`config.mk`:
```
export PLATFORM = sky130hd
export DESIGN_NAME = remote_frame_decoder_motor_pwm
export DESIGN_NICKNAME = d
export VERILOG_FILES = /design/src/rfd_pkg.sv /design/src/rfd_frame.sv /design/src/rfd_decode.sv /design/src/rfd_motor.sv /design/src/remote_frame_decoder_motor_pwm.sv
export SDC_FILE = /design/constraint.sdc
export NUM_CORES = 1
export LEC_CHECK = 0
export BUFFER_PORTS_ARGS = -buffer_cell sky130_fd_sc_hd__buf_4
export CAP_MARGIN = 10
export CORE_UTILIZATION = 25
export DETAILED_ROUTE_END_ITERATION = 12
export GPL_TIMING_DRIVEN = 0
export MAX_ROUTING_LAYER = met4
export PLACE_DENSITY = 0.37
export SYNTH_ARGS = -nofsm -noshare
export SYNTH_HDL_FRONTEND = slang
export SYNTH_HIERARCHICAL = 1
export SYNTH_SLANG_ARGS = --single-unit
```
`constraint.sdc`:
```
create_clock -name i_clk -period 5.7 [get_ports i_clk]
set_input_delay 0.57 -clock i_clk [delete_from_list [all_inputs] [get_ports i_clk]]
set_output_delay 0.57 -clock i_clk [all_outputs]
set_load 0.05 [all_outputs]
```
`src/rfd_pkg.sv`:
```
package rfd_pkg;

    localparam int CODE_BITS  = 5;
    localparam int TIMER_W    = 16;
    localparam int CFG_DATA_W = 10;
    localparam int CFG_IDX_W  = 3;

    localparam logic [7:0] SPEED_NORMAL_RST    = 8'd60;
    localparam logic [7:0] SPEED_FAST_RST      = 8'd200;
    localparam logic [7:0] SPEED_TURN_SLOW_RST = 8'd30;
    localparam logic [7:0] PWM_WRAP_RST        = 8'd201;
    localparam logic [7:0] FIRST_SAMPLE_RST    = 8'd15;
    localparam logic [5:0] SAMPLE_SPACING_RST  = 6'd6;
    localparam logic [9:0] FRAME_END_RST       = 10'd45;
    localparam logic [9:0] IDLE_CLEAR_RST      = 10'd100;

    typedef enum logic [CFG_IDX_W-1:0] {
        CFG_SPEED_NORMAL    = 3'd0,
        CFG_SPEED_FAST      = 3'd1,
        CFG_SPEED_TURN_SLOW = 3'd2,
        CFG_PWM_WRAP        = 3'd3,
        CFG_FIRST_SAMPLE    = 3'd4,
        CFG_SAMPLE_SPACING  = 3'd5,
        CFG_FRAME_END       = 3'd6,
        CFG_IDLE_CLEAR      = 3'd7
    } t_cfg_index;

    typedef enum logic [1:0] {
        DIR_STOP = 2'd0,
        DIR_FWD  = 2'd1,
        DIR_BACK = 2'd2
    } t_dir;

    typedef struct packed {
        logic func;
        logic rc_level;
    } t_in_beat;

    typedef struct packed {
        logic       left_enable;
        logic       left_forward;
        logic       left_backward;
        logic       right_enable;
        logic       right_forward;
        logic       right_backward;
        logic [4:0] command_code;
        logic       receiving;
    } t_out_beat;

    typedef struct packed {
        logic [7:0] speed_normal;
        logic [7:0] speed_fast;
        logic [7:0] speed_turn_slow;
        logic [7:0] pwm_wrap;
        logic [7:0] first_sample_time;
        logic [5:0] sample_spacing;
        logic [9:0] frame_end_time;
        logic [9:0] idle_clear_time;
    } t_cfg;

    typedef struct packed {
        logic [TIMER_W-1:0]   timer;
        logic                 active;
        logic [CODE_BITS-1:0] code;
    } t_frame;

    typedef struct packed {
        t_dir       dir;
        logic [7:0] thr;
    } t_drive;

    typedef struct packed {
        logic [7:0] count;
        logic       enable;
        logic       forward;
        logic       backward;
    } t_motor;

endpackage

```
`src/rfd_frame.sv`:
```
module rfd_frame (
    input  rfd_pkg::t_frame   i_cur,
    input  rfd_pkg::t_in_beat i_beat,
    input  rfd_pkg::t_cfg     i_cfg,
    output rfd_pkg::t_frame   o_nxt
);

    always_comb begin
        logic [rfd_pkg::TIMER_W-1:0] when_k;
        when_k = '0;
        o_nxt  = i_cur;
        if (!i_beat.func) begin
            o_nxt.timer = i_cur.timer + 16'd1;
        end else begin
            // high level while idle opens a frame
            if (i_beat.rc_level && !o_nxt.active) begin
                o_nxt.timer  = 16'd1;
                o_nxt.active = 1'b1;
            end
            if (o_nxt.active) begin
                for (int k = 0; k < rfd_pkg::CODE_BITS; k++) begin
                    when_k = 16'(i_cfg.first_sample_time)
                           + 16'(k) * 16'(i_cfg.sample_spacing);
                    if (o_nxt.timer == when_k) begin
                        o_nxt.code[k] = i_beat.rc_level;
                    end
                end
            end
            if (o_nxt.active && o_nxt.timer == 16'(i_cfg.frame_end_time)) begin
                o_nxt.active = 1'b0;
            end
            if (!o_nxt.active && o_nxt.timer == 16'(i_cfg.idle_clear_time)) begin
                o_nxt.code = '0;
            end
        end
    end

endmodule

```
`src/rfd_decode.sv`:
```
module rfd_decode (
    input  logic [4:0]      i_code,
    input  rfd_pkg::t_cfg   i_cfg,
    output rfd_pkg::t_drive o_left,
    output rfd_pkg::t_drive o_right
);

    always_comb begin
        logic [7:0] base_thr;
        base_thr = i_code[4] ? i_cfg.speed_fast : i_cfg.speed_normal;

        if (i_code[2]) begin
            o_left.dir = rfd_pkg::DIR_BACK;
        end else if (i_code[0]) begin
            o_left.dir = rfd_pkg::DIR_FWD;
        end else begin
            o_left.dir = rfd_pkg::DIR_STOP;
        end
        if (i_code[3]) begin
            o_right.dir = rfd_pkg::DIR_BACK;
        end else if (i_code[1]) begin
            o_right.dir = rfd_pkg::DIR_FWD;
        end else begin
            o_right.dir = rfd_pkg::DIR_STOP;
        end
        o_left.thr  = base_thr;
        o_right.thr = base_thr;

        // single forward bit set: turn with outer wheel fast
        if (i_code[3:0] == 4'b0001) begin
            o_left.dir  = rfd_pkg::DIR_FWD;
            o_right.dir = rfd_pkg::DIR_FWD;
            o_left.thr  = i_cfg.speed_fast;
            o_right.thr = i_cfg.speed_turn_slow;
        end
        if (i_code[3:0] == 4'b0010) begin
            o_left.dir  = rfd_pkg::DIR_FWD;
            o_right.dir = rfd_pkg::DIR_FWD;
            o_left.thr  = i_cfg.speed_turn_slow;
            o_right.thr = i_cfg.speed_fast;
        end
    end

endmodule

```
`src/rfd_motor.sv`:
```
module rfd_motor (
    input  rfd_pkg::t_motor i_cur,
    input  rfd_pkg::t_drive i_drive,
    input  logic [7:0]      i_wrap,
    output rfd_pkg::t_motor o_nxt
);

    always_comb begin
        logic [7:0] cnt_inc;
        cnt_inc = i_cur.count + 8'd1;
        o_nxt   = i_cur;
        if (cnt_inc <= i_drive.thr) begin
            o_nxt.enable = 1'b1;
            case (i_drive.dir)
                rfd_pkg::DIR_STOP: begin
                    o_nxt.forward  = 1'b0;
                    o_nxt.backward = 1'b0;
                end
                rfd_pkg::DIR_FWD: begin
                    o_nxt.forward  = 1'b1;
                    o_nxt.backward = 1'b0;
                end
                rfd_pkg::DIR_BACK: begin
                    o_nxt.forward  = 1'b0;
                    o_nxt.backward = 1'b1;
                end
                default: begin
                    // hold direction pins
                end
            endcase
        end else begin
            o_nxt.enable = 1'b0;
        end
        o_nxt.count = (cnt_inc == i_wrap) ? 8'd0 : cnt_inc;
    end

endmodule

```
`src/remote_frame_decoder_motor_pwm.sv`:
```
// Remote frame decoder with two-motor PWM. Each input beat is a slow tick
// (advance the frame timer) or a fast tick (sample the remote level, decode
// the command while idle, step both duty counters). Each beat yields exactly
// one result beat with the pin levels, command code and receive flag after
// that tick. A beat can be accepted every cycle while the output is not
// stalled. An accepted beat sits in an input register, and its result is
// loaded into the output register, raising o_out_valid, once that register
// is free or being taken. Back-pressure on the output stalls the input
// register, which still takes one more beat while a result waits. The user
// must write configuration registers through the write port only while no
// beat is in flight; the block itself does not enforce this.
module remote_frame_decoder_motor_pwm (
    input  logic                              i_clk,
    input  logic                              i_rst_n,
    input  logic                              i_in_valid,
    output logic                              o_in_ready,
    input  rfd_pkg::t_in_beat                 i_in_data,
    output logic                              o_out_valid,
    input  logic                              i_out_ready,
    output rfd_pkg::t_out_beat                o_out_data,
    input  logic                              i_cfg_wr_en,
    input  logic [rfd_pkg::CFG_IDX_W-1:0]     i_cfg_index,
    input  logic [rfd_pkg::CFG_DATA_W-1:0]    i_cfg_wdata
);

    rfd_pkg::t_cfg      r_cfg;
    logic               r_in_valid;
    rfd_pkg::t_in_beat  r_in;
    logic               r_out_valid;
    rfd_pkg::t_out_beat r_out;

    rfd_pkg::t_frame    r_frame;
    rfd_pkg::t_drive    r_left_drive;
    rfd_pkg::t_drive    r_right_drive;
    rfd_pkg::t_motor    r_left;
    rfd_pkg::t_motor    r_right;

    rfd_pkg::t_frame    n_frame;
    rfd_pkg::t_drive    n_left_drive;
    rfd_pkg::t_drive    n_right_drive;
    rfd_pkg::t_motor    n_left;
    rfd_pkg::t_motor    n_right;
    rfd_pkg::t_out_beat n_out;

    rfd_pkg::t_drive    w_dec_left;
    rfd_pkg::t_drive    w_dec_right;
    rfd_pkg::t_motor    w_pwm_left;
    rfd_pkg::t_motor    w_pwm_right;
    logic               w_adv;
    logic               w_decode;

    assign w_adv      = r_in_valid && (!r_out_valid || i_out_ready);
    assign o_in_ready = !r_in_valid || w_adv;
    assign o_out_valid = r_out_valid;
    assign o_out_data  = r_out;

    rfd_frame u_frame (
        .i_cur  (r_frame),
        .i_beat (r_in),
        .i_cfg  (r_cfg),
        .o_nxt  (n_frame)
    );

    rfd_decode u_decode (
        .i_code  (n_frame.code),
        .i_cfg   (r_cfg),
        .o_left  (w_dec_left),
        .o_right (w_dec_right)
    );

    assign w_decode      = r_in.func && !n_frame.active;
    assign n_left_drive  = w_decode ? w_dec_left  : r_left_drive;
    assign n_right_drive = w_decode ? w_dec_right : r_right_drive;

    rfd_motor u_motor_left (
        .i_cur   (r_left),
        .i_drive (n_left_drive),
        .i_wrap  (r_cfg.pwm_wrap),
        .o_nxt   (w_pwm_left)
    );

    rfd_motor u_motor_right (
        .i_cur   (r_right),
        .i_drive (n_right_drive),
        .i_wrap  (r_cfg.pwm_wrap),
        .o_nxt   (w_pwm_right)
    );

    // slow tick leaves counters and pins alone
    assign n_left  = r_in.func ? w_pwm_left  : r_left;
    assign n_right = r_in.func ? w_pwm_right : r_right;

    always_comb begin
        n_out.left_enable    = n_left.enable;
        n_out.left_forward   = n_left.forward;
        n_out.left_backward  = n_left.backward;
        n_out.right_enable   = n_right.enable;
        n_out.right_forward  = n_right.forward;
        n_out.right_backward = n_right.backward;
        n_out.command_code   = n_frame.code;
        n_out.receiving      = n_frame.active;
    end

    always_ff @(posedge i_clk) begin
        if (!i_rst_n) begin
            r_cfg.speed_normal      <= rfd_pkg::SPEED_NORMAL_RST;
            r_cfg.speed_fast        <= rfd_pkg::SPEED_FAST_RST;
            r_cfg.speed_turn_slow   <= rfd_pkg::SPEED_TURN_SLOW_RST;
            r_cfg.pwm_wrap          <= rfd_pkg::PWM_WRAP_RST;
            r_cfg.first_sample_time <= rfd_pkg::FIRST_SAMPLE_RST;
            r_cfg.sample_spacing    <= rfd_pkg::SAMPLE_SPACING_RST;
            r_cfg.frame_end_time    <= rfd_pkg::FRAME_END_RST;
            r_cfg.idle_clear_time   <= rfd_pkg::IDLE_CLEAR_RST;
        end else if (i_cfg_wr_en) begin
            case (i_cfg_index)
                rfd_pkg::CFG_SPEED_NORMAL:    r_cfg.speed_normal      <= i_cfg_wdata[7:0];
                rfd_pkg::CFG_SPEED_FAST:      r_cfg.speed_fast        <= i_cfg_wdata[7:0];
                rfd_pkg::CFG_SPEED_TURN_SLOW: r_cfg.speed_turn_slow   <= i_cfg_wdata[7:0];
                rfd_pkg::CFG_PWM_WRAP:        r_cfg.pwm_wrap          <= i_cfg_wdata[7:0];
                rfd_pkg::CFG_FIRST_SAMPLE:    r_cfg.first_sample_time <= i_cfg_wdata[7:0];
                rfd_pkg::CFG_SAMPLE_SPACING:  r_cfg.sample_spacing    <= i_cfg_wdata[5:0];
                rfd_pkg::CFG_FRAME_END:       r_cfg.frame_end_time    <= i_cfg_wdata;
                rfd_pkg::CFG_IDLE_CLEAR:      r_cfg.idle_clear_time   <= i_cfg_wdata;
                default: begin
                end
            endcase
        end
    end

    always_ff @(posedge i_clk) begin
        if (!i_rst_n) begin
            r_in_valid <= 1'b0;
        end else if (o_in_ready) begin
            r_in_valid <= i_in_valid;
        end
    end

    always_ff @(posedge i_clk) begin
        if (o_in_ready && i_in_valid) begin
            r_in <= i_in_data;
        end
    end

    always_ff @(posedge i_clk) begin
        if (!i_rst_n) begin
            r_out_valid <= 1'b0;
        end else if (w_adv) begin
            r_out_valid <= 1'b1;
        end else if (i_out_ready) begin
            r_out_valid <= 1'b0;
        end
    end

    always_ff @(posedge i_clk) begin
        if (w_adv) begin
            r_out <= n_out;
        end
    end

    // commit the tick to the block state
    always_ff @(posedge i_clk) begin
        if (!i_rst_n) begin
            r_frame           <= '0;
            r_left_drive.dir  <= rfd_pkg::DIR_STOP;
            r_left_drive.thr  <= rfd_pkg::SPEED_NORMAL_RST;
            r_right_drive.dir <= rfd_pkg::DIR_STOP;
            r_right_drive.thr <= rfd_pkg::SPEED_NORMAL_RST;
            r_left            <= '0;
            r_right           <= '0;
        end else if (w_adv) begin
            r_frame       <= n_frame;
            r_left_drive  <= n_left_drive;
            r_right_drive <= n_right_drive;
            r_left        <= n_left;
            r_right       <= n_right;
        end
    end

endmodule
```
==> results of run 1 <==
==> layer usage <==
layer | global-route usage (%) | share of wire, % | wire, microns
met1 | 24.6 | 49 | 18200
met2 | 28.9 | 47 | 17200
met3 | 2.33 | 2.9 | 1080
met4 | 4.87 | 1.4 | 533
met5 | - | 0 | 0
==> repair_timing <==
action                     4_1_cts  5_1_grt
hold buffers                     0        0
cloned                           0        0
gates resized for setup         93       46
setup endpoints to repair       12       12
pin swaps                       37       36
setup buffers                   23       13
==> cells in the final DEF (no fill, tap or decap), types with 12 or more instances in the layout <==
cell type / Yosys / final
buf_2: 25 / 24
edfxtp_1: 14 / 14
o21ai_0: 74 / 64
clkbuf_1: 40 / 41
nand4_1: 18 / 18
nand3_1: 64 / 63
nor2b_1: 20 / 18
nor2_1: 71 / 69
clkbuf_16: 0 / 17
dfxtp_1: 132 / 125
ha_1: 44 / 33
nor3_1: 23 / 17
xor2_1: 23 / 23
a21oi_1: 100 / 87
o211ai_1: 14 / 14
xnor2_1: 44 / 42
nand2_1: 182 / 182
mux2_4: 0 / 12
inv_1: 57 / 53
mux2i_1: 71 / 68
buf_4: 7 / 66
==> worst register-to-register path, cell delays in order, from the launching register on <==
cell       delay, ns
dfxtp_4         0.38
fa_1            0.55
ha_2            0.21
inv_2           0.04
fa_2            0.57
xor2_1          0.17
a31oi_1         0.10
o21ai_1         0.15
nand4_1         0.09
nand4b_1        0.37
o211ai_1        0.35
nand3_4         0.12
or4b_4          0.65
buf_8           0.20
mux2i_2         0.15
o2bb2ai_2       0.23
mux2_4          0.20
inv_2           0.05
ha_4            0.26
nand4_1         0.12
a21o_1          0.23
buf_6           0.13
a311oi_2        0.26
a211oi_2        0.06
mux2_4          0.28
nor3_4          0.12
nor3_2          0.05
==> through the flow <==
step | hold WS (ns) | area, sq um | TNS [ns]
6_report | 0.297 | 12800 | -5.11
4_1_cts | 0.278 | 12500 | -4.61
3_3_place_gp | 0.440 | 11200 | -18.01
3_5_place_dp | 0.447 | 11200 | -16.54
5_1_grt | 0.283 | 12800 | -7.96
2_1_floorplan | 0.432 | 10400 | 0
==> power breakdown <==
part	switching [uW]	internal, uW	total, uW
clock	487	716	1200
combinational	232	146	378
sequential	30.8	1060	1090
total	750	1920	2670
==> final timing paths <==
| check | start | endpoint | slack (ns) | cells after the start |
|---|---|---|---|---|
| worst max-delay path | r_cfg[20] | r_right[0] | -0.53 | 26 |
| worst min-delay path | i_in_data[0] | r_in[0] | 0.30 | 1 |
| worst max register to register | r_cfg[20] | r_right[0] | -0.53 | 26 |
| worst min register to register | r_right_drive[1] | r_right_drive[1] | 0.45 | 2 |
==> sequential cells by signal, indices dropped and copies added, names as in the netlist <==
| signal | count |
|---|---|
| o_out_data | 12 |
| o_out_valid | 1 |
| r_right | 11 |
| r_in_valid | 1 |
| r_cfg | 66 |
| r_in | 2 |
| r_frame | 22 |
| r_right_drive | 10 |
| r_left_drive | 10 |
| r_left | 11 |
==> cell type report <==
| type | count | area, sq um | share of cell area, % |
|---|---|---|---|
| multi-input cells | 968 | 7220 | 56.6 |
| flip-flops and latches | 146 | 3080 | 24.1 |
| well taps | 532 | 666 | 5.22 |
| repair buffers | 64 | 495 | 3.88 |
| plain buffers | 86 | 468 | 3.67 |
| clock buffers | 21 | 460 | 3.61 |
| inverters | 58 | 223 | 1.75 |
| clock inverters | 11 | 151 | 1.19 |
==> cell families (layout without fill, tap and decap cells) <==
logic type / Yosys count / count (layout)
xor+xnor: 78 / 78
buf+inv: 146 / 240
mux: 89 / 89
simple gates: 464 / 464
flops: 146 / 146
compound gates: 284 / 284
fa+ha+maj: 53 / 53
==> impl_results.md, run 1 <==
- Worst-path maximum fanout: 8
- Synth Area in Compound Gates: 17.1%
- Ys flop type: dfxtp_1
- YS warnings: 6
- Peak VDD IR: 0.206 mV
- Placed insts: 1,820
- Crit. End Element: flop
- Die H: 206 microns
- GRT overflow: 0
- Pre-CTS WS: -1.58 ns
- Filler cells: 4,312
- Commonest cells post-synth: 182 x nand2_1, 132 x dfxtp_1, 100 x a21oi_1
- Worst slew pin tran: 1.04 ns
- Synth top area cells: dfxtp_1 25%, mux2i_1 6.9%, nand2_1 6.6%
- Failing checks: negative setup slack
- Fin. max-slew vios: 0
- DIE WIDTH: 206 microns
- Syn Area/Cell: 8.23 sq um
- Vias in the first global route: 9,014
- Yosys cell types: 90
- GP Congestion: 0.875
- Leak pwr: 0.00482 uW
- Area grow syn2layout: 23.0%
- Synthesized net count: 1,333
- Post-layout minimum cycle time: 6.23 ns
- Core area: 0.0408 sq mm
- Count leader, synth: nand2_1
- I/O Buffers: 27
- FP Rows: 74
- Clk sinks: 146
- CP max stage delay: 0.65 ns
- First-pass GRT wire length: 56,100 microns
- Post-synthesis xor/xnor area fraction: 8.04%
- CTS Buf Count: 17
- Flops & latches, synth: 146
- Total wire length: 37,000 microns
- Top-area cell type share of the netlist area: 25.5%
- Largest net degree at the start of global routing: 17
- Type of the worst setup path: flop to flop
- Worst skew pair latency: 0.45 ns
- Total die area: 0.0423 sq mm
- Vias: 9,438
- Initial antenna violation count: 0
- Share of cells above drive strength 1: 19.4%
- CP max stage cell: or4b_4
- EDFF count, synth: 14
- H-tree level count: 4
- Setup violations, final: 12
- Power Total: 2670 uW
- Status: finished, violations left
- Post-Synthesis Cells: 1,260
- Detailed Route Iter0 Violations: 478
- CTS tree: done
- Post-synthesis mux area share: 8.81%
- Yosys top cell by area: dfxtp_1
- Synth Area in Adders: 7.05%
- Combinational family with the most area after synthesis: simple AND/OR/NAND/NOR gates
- Simple logic cell fraction of the synthesized area: 23.0%
- Syn Std Cell Area: 0.0104 sq mm
- Fmax: 160 MHz
- Worst Path Buf+Inv: 4
- Max-cap violations: 0
- DRC viols: 0
- Mean number of vias per cell: 5.00
- Required @ worst endpoint: 6.01 ns
- Count of final hold-check violations: 0
- CP top delay family: adder cells
- Sequential-to-total area share from yosys stat: 29.5%
- Pwr/cell area: 209 mW/mm^2
- Starting Density: 25.4%
- Setup ws final: -0.534 ns
- Final HPWL DP: 27,200 microns
- Layout Skew: 0.0145 ns
- Crit path launch type: flop
- GRT Total Usage: 18.3%
- Number of diodes: 0
- Utilization after layout: 31.2%
- Final period utilization: 109%
- CTS clk-pin slew, worst paths: 0.07 ns
- CTS root buffer: clkbuf_16
- Non-filler cells, final: 1,886
- Tightest Hold Check Type: primary input to flop
- Nets: 1,414
- Number of top-level pins: 34
- Setup repair after global routing missed its margin: true
- Drt first pass iters: 5
- DR WL/cell: 19.6 microns
- Crit path DAT: 6.54 ns
- Antenna Nets Post-Route: 0
- Slew HR: 30.4%
- Asr flop ratio synth: 0%
- Maximum clock path buffer count: 2
(Power assumes the default switching activity.)
==> inputs of run 2 (changes only) <==
--- a/config.mk
+++ b/config.mk
@@ -12,6 +12,7 @@
 export GPL_TIMING_DRIVEN = 0
 export MAX_ROUTING_LAYER = met4
 export PLACE_DENSITY = 0.37
+export SETUP_SLACK_MARGIN = 0.3
 export SYNTH_ARGS = -nofsm -noshare
 export SYNTH_HDL_FRONTEND = slang
 export SYNTH_HIERARCHICAL = 1
==> impl_results.md, run 2 (synthesis gave the netlist of run 1 again) <==
- Number of diodes: 0 (unchanged)
- GRT overflow: 0 (unchanged)
- Fmax: 163 MHz (+1.6%)
- HP Start: i_in_data[1]
- Met3 usage: 2.53% (+0.21 points)
- Utilization after layout: 30.9% (-0.34 points)
- Total negative setup slack: -4.20 ns (+0.909 ns)
- CTS Buf Count: 17 (unchanged)
- Clk sinks: 146 (unchanged)
- Total wire length: 36,900 microns (-0.48%)
- Worst r2r src: r_cfg[21]
- Worst Path Buf+Inv: 7 (+3)
- Failing checks: negative setup slack
- Total die area: 0.0423 sq mm (unchanged)
- Vias in the first global route: 9,023 (+0.10%)
- CP Depth: 30 (+15%)
- Power Total: 2620 uW (-1.9%)
- Most frequent cells in the layout: 182 x nand2_1, 122 x dfxtp_1, 88 x a21oi_1, 70 x nor2_1, 70 x mux2i_1
- DR WL/cell: 19.6 microns (-0.17%)
- GR Util met2: 27.2% (-1.7 points)
- Type of the worst setup path: flop to flop
- Layout Skew: 0.0106 ns (-0.00382 ns)
- Worst-path maximum fanout: 7 (-1)
- Starting Density: 25.4% (unchanged)
- Die H: 206 microns (unchanged)
- Post-layout minimum cycle time: 6.14 ns (-0.0969 ns)
- R2R cell count: 30 (+15%)
- CTS clk-pin slew, worst paths: 0.07 ns (about the same)
- Count of final hold-check violations: 0 (unchanged)
- CP top delay family: simple AND/OR/NAND/NOR gates
- Nets: 1,408 (-0.42%)
- GR peak layer: met2
- Peak VDD IR: 0.199 mV (-3.6%)
- CP max stage delay: 0.54 ns (-0.11 ns)
- GP Congestion: 0.826 (-5.6%)
- Setup violations, final: 12 (unchanged)
- H-tree level count: 4 (unchanged)
- Mean number of vias per cell: 4.98 (-0.45%)
- Final HPWL DP: 27,300 microns (+0.29%)
- Worst slew pin tran: 1.07 ns (+0.0291 ns)
- Number of top-level pins: 34 (unchanged)
- CP max stage cell: fa_1
- Final period utilization: 108% (-1.7 points)
- Placed insts: 1,820 (unchanged)
- Leak pwr: 0.00477 uW (-1.0%)
- Grt met1 use: 26.1% (+1.5 points)
- Largest net degree at the start of global routing: 17 (unchanged)
- Antenna Nets Post-Route: 0 (unchanged)
- Hold path endpoint: r_in[1]
- Pwr/cell area: 208 mW/mm^2 (-0.81%)
- Max-cap violations: 0 (unchanged)
- RR Endpoint: r_right[2]
- Top cell by count, worst path: buf_6
- Setup ws final: -0.437 ns (+0.0969 ns)
- Cell area after placement: 0.0113 sq mm (+0.47%)
- Required @ worst endpoint: 6.00 ns (about the same)
- Finished Cell Area: 0.0126 sq mm (-1.1%)
- Register with the most flip-flops: r_cfg
- First-pass GRT wire length: 56,500 microns (+0.64%)
- Worst skew pair latency: 0.45 ns (about the same)
- R2R Setup Slk: -0.44 ns (+0.10 ns)
- Core area: 0.0408 sq mm (unchanged)
- Detailed Route Iter0 Violations: 491 (+2.7%)
- Crit path launch type: flop
- GRT Total Usage: 18.5% (+0.11 points)
- Drt first pass iters: 4 (-1)
- Fin. max-slew vios: 0 (unchanged)
- FP Rows: 74 (unchanged)
- Crit. End Element: flop
- I/O Buffers: 27 (unchanged)
- Non-filler cells, final: 1,880 (-0.32%)
- Vias: 9,366 (-0.76%)
- DRC viols: 0 (unchanged)
- CTS tree: done
- Maximum clock path buffer count: 2 (unchanged)
- Hold path depth: 1 (unchanged)
- Crit path DAT: 6.44 ns (-0.10 ns)
- Max reg flops: 66 (unchanged)
- Initial antenna violation count: 0 (unchanged)
- Slew HR: 28.5% (-1.9 points)
- DIE WIDTH: 206 microns (unchanged)
- Tightest Hold Check Type: primary input to flop
- Status: finished, violations left
- Setup repair after global routing missed its margin: true
- CTS root buffer: clkbuf_16
- Area grow syn2layout: 21.7%
- Share of cells above drive strength 1: 18.8% (-0.66 points)
- Most common cell after layout, fill and taps aside: nand2_1
run 2: cell types whose count changed in the layout (fill, tap and decap cells not counted), moves of 3 or more:
cell | before | now
ha_4 | 8 | 4
ha_1 | 33 | 37
buf_6 | 11 | 15
mux2_4 | 12 | 9
mux2_2 | 6 | 9
buf_4 | 66 | 57
dfxtp_1 | 125 | 122
dfxtp_4 | 3 | 7
run 2: layout make-up:
class | count | area [sq um]
fill | 4325 | 28200
inverter | 58 | 220
sequential | 146 | 3090
clock inverter | 12 | 131
clock buffer | 20 | 457
multi-input combinational | 968 | 7130
buffer | 88 | 479
timing repair buffer | 56 | 443
tap | 532 | 666
run 2: timing repair:
item / in CTS / in global routing
endpoints found under the setup margin: 12 / 12
pin swaps: 24 / 18
setup buffers: 23 / 5
gates resized for setup: 99 / 20
hold buffers: 0 / 0
run 2: metrics by stage:
step | setup WS (ns) | hold slack (ns)
floorplan | 0.196 | 0.432
global placement | -1.54 | 0.441
detailed placement | -1.28 | 0.446
CTS | -0.378 | 0.275
global route | -0.657 | 0.280
finish | -0.437 | 0.299
run 2: how the worst max path moves through the flow:
| stage | start | to | slack [ns] |
|---|---|---|---|
| floorplan | r_cfg[21] | r_left[0] | 0.20 |
| global placement | r_cfg[28] | r_left[0] | -1.54 |
| detailed placement | r_cfg[28] | r_left[0] | -1.28 |
| CTS | r_cfg[21] | r_right[1] | -0.38 |
| global route | r_cfg[21] | r_right[2] | -0.66 |
| finish | r_cfg[21] | r_right[2] | -0.44 |
run 2: metal layers:
| layer | share of wire (%) | wire length, microns |
|---|---|---|
| met5 | 0 | 0 |
| met2 | 44 | 16300 |
| met1 | 51 | 18900 |
| met3 | 2.9 | 1080 |
| met4 | 1.6 | 607 |
run 2: power by group:
group	leakage, uW	switching (uW)	internal, uW
clock network	0.000287	491	669
logic	0.00328	228	144
registers	0.00121	31.1	1060
total	0.00477	750	1870
run 2: worst reg2reg max path: cells and delay by family (launching register included):
family / cells / cell delay, ns
fa+ha+maj: 4 / 1.24
xor+xnor: 1 / 0.17
flops: 1 / 0.37
simple gates: 8 / 1.52
compound gates: 8 / 1.40
mux: 2 / 0.54
buf+inv: 7 / 0.78
==> inputs of run 3 (changes only) <==
--- a/config.mk
+++ b/config.mk
@@ -5,8 +5,10 @@
 export SDC_FILE = /design/constraint.sdc
 export NUM_CORES = 1
 export LEC_CHECK = 0
+export ABC_AREA = 1
 export BUFFER_PORTS_ARGS = -buffer_cell sky130_fd_sc_hd__buf_4
 export CAP_MARGIN = 10
+export CORE_MARGIN = 1
 export CORE_UTILIZATION = 25
 export DETAILED_ROUTE_END_ITERATION = 12
 export GPL_TIMING_DRIVEN = 0
==> impl_results.md, run 3 <==
- Max-cap violations: 0 (unchanged)
- Fin. max-slew vios: 0 (unchanged)
- Required @ worst endpoint: 5.92 ns (-0.08 ns)
- Commonest cells post-synth: 635 x nand2_1, 255 x inv_1, 219 x nor2_1
- GR Util met2: 28.8% (+1.6 points)
- Non-filler cells, final: 2,475 (+32%)
- Cell area after placement: 0.0119 sq mm (+5.7%)
- Worst Path Buf+Inv: 7 (unchanged)
- GRT Total Usage: 18.3% (-0.11 points)
- Sequential-to-total area share from yosys stat: 27.9% (-1.6 points)
- FP Rows: 76 (+2.7%)
- Final HPWL DP: 28,900 microns (+5.6%)
- CTS tree: done
- Peak VDD IR: 0.146 mV (-26%)
- Post-layout minimum cycle time: 5.16 ns (-0.976 ns)
- Yosys top cell by area: dfxtp_1
- Worst skew pair latency: 0.47 ns (+0.02 ns)
- Grt met1 use: 23.9% (-2.1 points)
- Core area: 0.0432 sq mm (+5.7%)
- Final period utilization: 90.5% (-17 points)
- Asr flop ratio synth: 0% (unchanged)
- Filler cells: 4,873 (+13%)
- Count leader, synth: nand2_1
- Setup crit end: o_out_data[10]
- Tightest Hold Check Type: primary input to flop
- CP max stage cell: fa_1
- Setup violations, final: 0 (-12)
- Maximum clock path buffer count: 2 (unchanged)
- Worst r2r src: r_cfg[21]
- Synth top area cells: dfxtp_1 24%, nand2_1 22%, inv_1 8.7%
- DRC viols: 0 (unchanged)
- Most common cell after layout, fill and taps aside: nand2_1
- Mean number of vias per cell: 4.41 (-12%)
- CTS Buf Count: 17 (unchanged)
- DR WL/cell: 15.4 microns (-22%)
- Die H: 211 microns (+2.8%)
- Vias: 10,909 (+16%)
- Detailed Route Iter0 Violations: 559 (+14%)
- H-tree level count: 4 (unchanged)
- GR peak layer: met2
- Antenna Nets Post-Route: 0 (unchanged)
- Ys flop type: dfxtp_1
- Crit. End Element: flop
- EDFF count, synth: 14 (unchanged)
- Initial antenna violation count: 0 (unchanged)
- First-pass GRT wire length: 59,500 microns (+5.3%)
- CP max stage delay: 0.55 ns (about the same)
- Hold Slack: 0.283 ns (-0.0158 ns)
- Largest net degree at the start of global routing: 22 (+5)
- YS warnings: 6 (unchanged)
- Max reg flops: 66 (unchanged)
- Placed insts: 2,412 (+33%)
- Total wire length: 38,100 microns (+3.3%)
- Count of final hold-check violations: 0 (unchanged)
- Total die area: 0.0447 sq mm (+5.7%)
- Vias in the first global route: 10,251 (+14%)
- Yosys cell types: 52 (-42%)
- Pwr/cell area: 243 mW/mm^2 (+17%)
- Finished Cell Area: 0.0133 sq mm (+5.0%)
- Crit path DAT: 5.38 ns (-1.06 ns)
- Crit path launch type: flop
- Drt first pass iters: 5 (+1)
- Worst-path maximum fanout: 8 (+1)
- Nets: 1,951 (+39%)
- Starting Density: 25.4% (about the same)
- R2R cell count: 35 (+17%)
- CTS root buffer: clkbuf_16
- R2R Setup Slk: 0.54 ns (+0.98 ns)
- Number of top-level pins: 34 (unchanged)
- Most frequent cells in the layout: 601 x nand2_1, 245 x inv_1, 213 x nor2_1, 132 x nand3_1, 124 x dfxtp_1
- Register with the most flip-flops: r_cfg
- Flops & latches, synth: 146 (unchanged)
- CP top delay family: simple AND/OR/NAND/NOR gates
- Type of the worst setup path: flop to flop
- Setup crit start: r_cfg[21]
- Leak pwr: 0.00675 uW (+41%)
- Number of diodes: 0 (unchanged)
- Slew HR: 35.3% (+6.8 points)
- Syn Std Cell Area: 0.0110 sq mm (+5.8%)
- Top-area cell type share of the netlist area: 24.1% (-1.4 points)
- Layout Skew: 0.0118 ns (+0.00112 ns)
- RR Endpoint: o_out_data[10]
- GP Congestion: 0.831 (+0.61%)
- Post-Synthesis Cells: 1,796 (+43%)
- Power Total: 3210 uW (+23%)
- DIE WIDTH: 211 microns (+2.8%)
- GRT overflow: 0 (unchanged)
- Hold Buf Count CTS: 0 (unchanged)
- Area grow syn2layout: 20.8%
- CTS clk-pin slew, worst paths: 0.06 ns (about the same)
- Share of cells above drive strength 1: 16.6% (-2.2 points)
- Synthesized net count: 1,869 (+40%)
- CP Depth: 35 (+17%)
- Status: completed
- Setup repair after global routing missed its margin: true
- Met3 usage: 3.32% (+0.79 points)
- I/O Buffers: 31 (+15%)
- Total negative setup slack: 0 ns (+4.20 ns)
- Clk sinks: 146 (unchanged)
- Syn Area/Cell: 6.11 sq um (-26%)
- Worst slew pin tran: 0.960 ns (-0.109 ns)
- Fmax: 194 MHz (+19%)
run 3: cell count changes after synthesis, sizes merged, moves of 17 or more:
cell,delta
nor3,-18
xnor2,-33
mux2,-17
nand3,+92
nand2,+479
inv,+208
a21oi,-57
o21ai,-17
nor2,+170
clkbuf,-29
nor2b,-21
mux2i,-70
run 3: worst min-delay path by stage:
stage / from / end / slack [ns] / cells after the start
2_1_floorplan: r_cfg[60] / r_cfg[60] / 0.43 / 2
3_3_place_gp: r_right_drive[3] / r_right_drive[3] / 0.44 / 2
3_5_place_dp: r_left_drive[3] / r_left_drive[3] / 0.45 / 2
4_1_cts: i_in_data[1] / r_in[1] / 0.24 / 1
5_1_grt: i_in_data[1] / r_in[1] / 0.25 / 1
6_report: i_in_data[1] / r_in[1] / 0.28 / 1
run 3: repair_timing:
item / 4_1_cts / 5_1_grt
buffers inserted: 9 / 20
endpoints found under the hold margin: 0 / 0
pin swaps: 7 / 63
gates resized for setup: 17 / 106
endpoints found under the setup margin: 12 / 12
cloned: 0 / 3
run 3: cell type report:
class,instances,area [sq um],share of cell area (%)
clock inverter,9,124,0.935
multi-input combinational,1325,6940,52.3
inverter,268,1020,7.68
sequential,146,3080,23.3
tap,585,732,5.52
buffer,57,355,2.68
clock buffer,22,485,3.66
timing repair buffer,63,518,3.91
run 3: logic make-up after synthesis:
group | count (synthesis) | share of synthesized area (%)
muxes | 2 | 0.194
AOI/OAI and AO/OA | 120 | 5.98
DFF | 146 | 27.9
and+or+nand+nor | 1124 | 44.7
buffers and inverters | 325 | 12.3
xor gates and xnor gates | 26 | 2.21
adders and majority gates | 53 | 6.66
run 3: per-stage QoR:
step	util, %	worst slack, ns
4_1_cts	29.3	0.318
3_3_place_gp	27.6	-0.390
6_report	30.7	0.539
3_5_place_dp	27.6	-0.419
2_1_floorplan	-	0.969
5_1_grt	30.7	0.230
run 3: metal layers:
metal / vias to the layer above / routed length, microns
met2: 156 / 17600
met3: 26 / 1260
met1: 5000 / 18800
li1: 5727 / -
met4: 0 / 447
met5: - / 0
run 3: where the power goes:
group          switching, uW  leakage [uW]  internal [uW]
combinational            530       0.00523            312
clock                    481      0.000306            732
sequential              64.0       0.00121           1090
run 3: worst reg2reg max path, delay by kind of cell, from the launching register on:
kind / cells / cell delay [ns]
simple gates: 23 / 2.07
fa+ha+maj: 4 / 1.48
buf+inv: 7 / 0.55
compound gates: 1 / 0.43
flops: 1 / 0.38
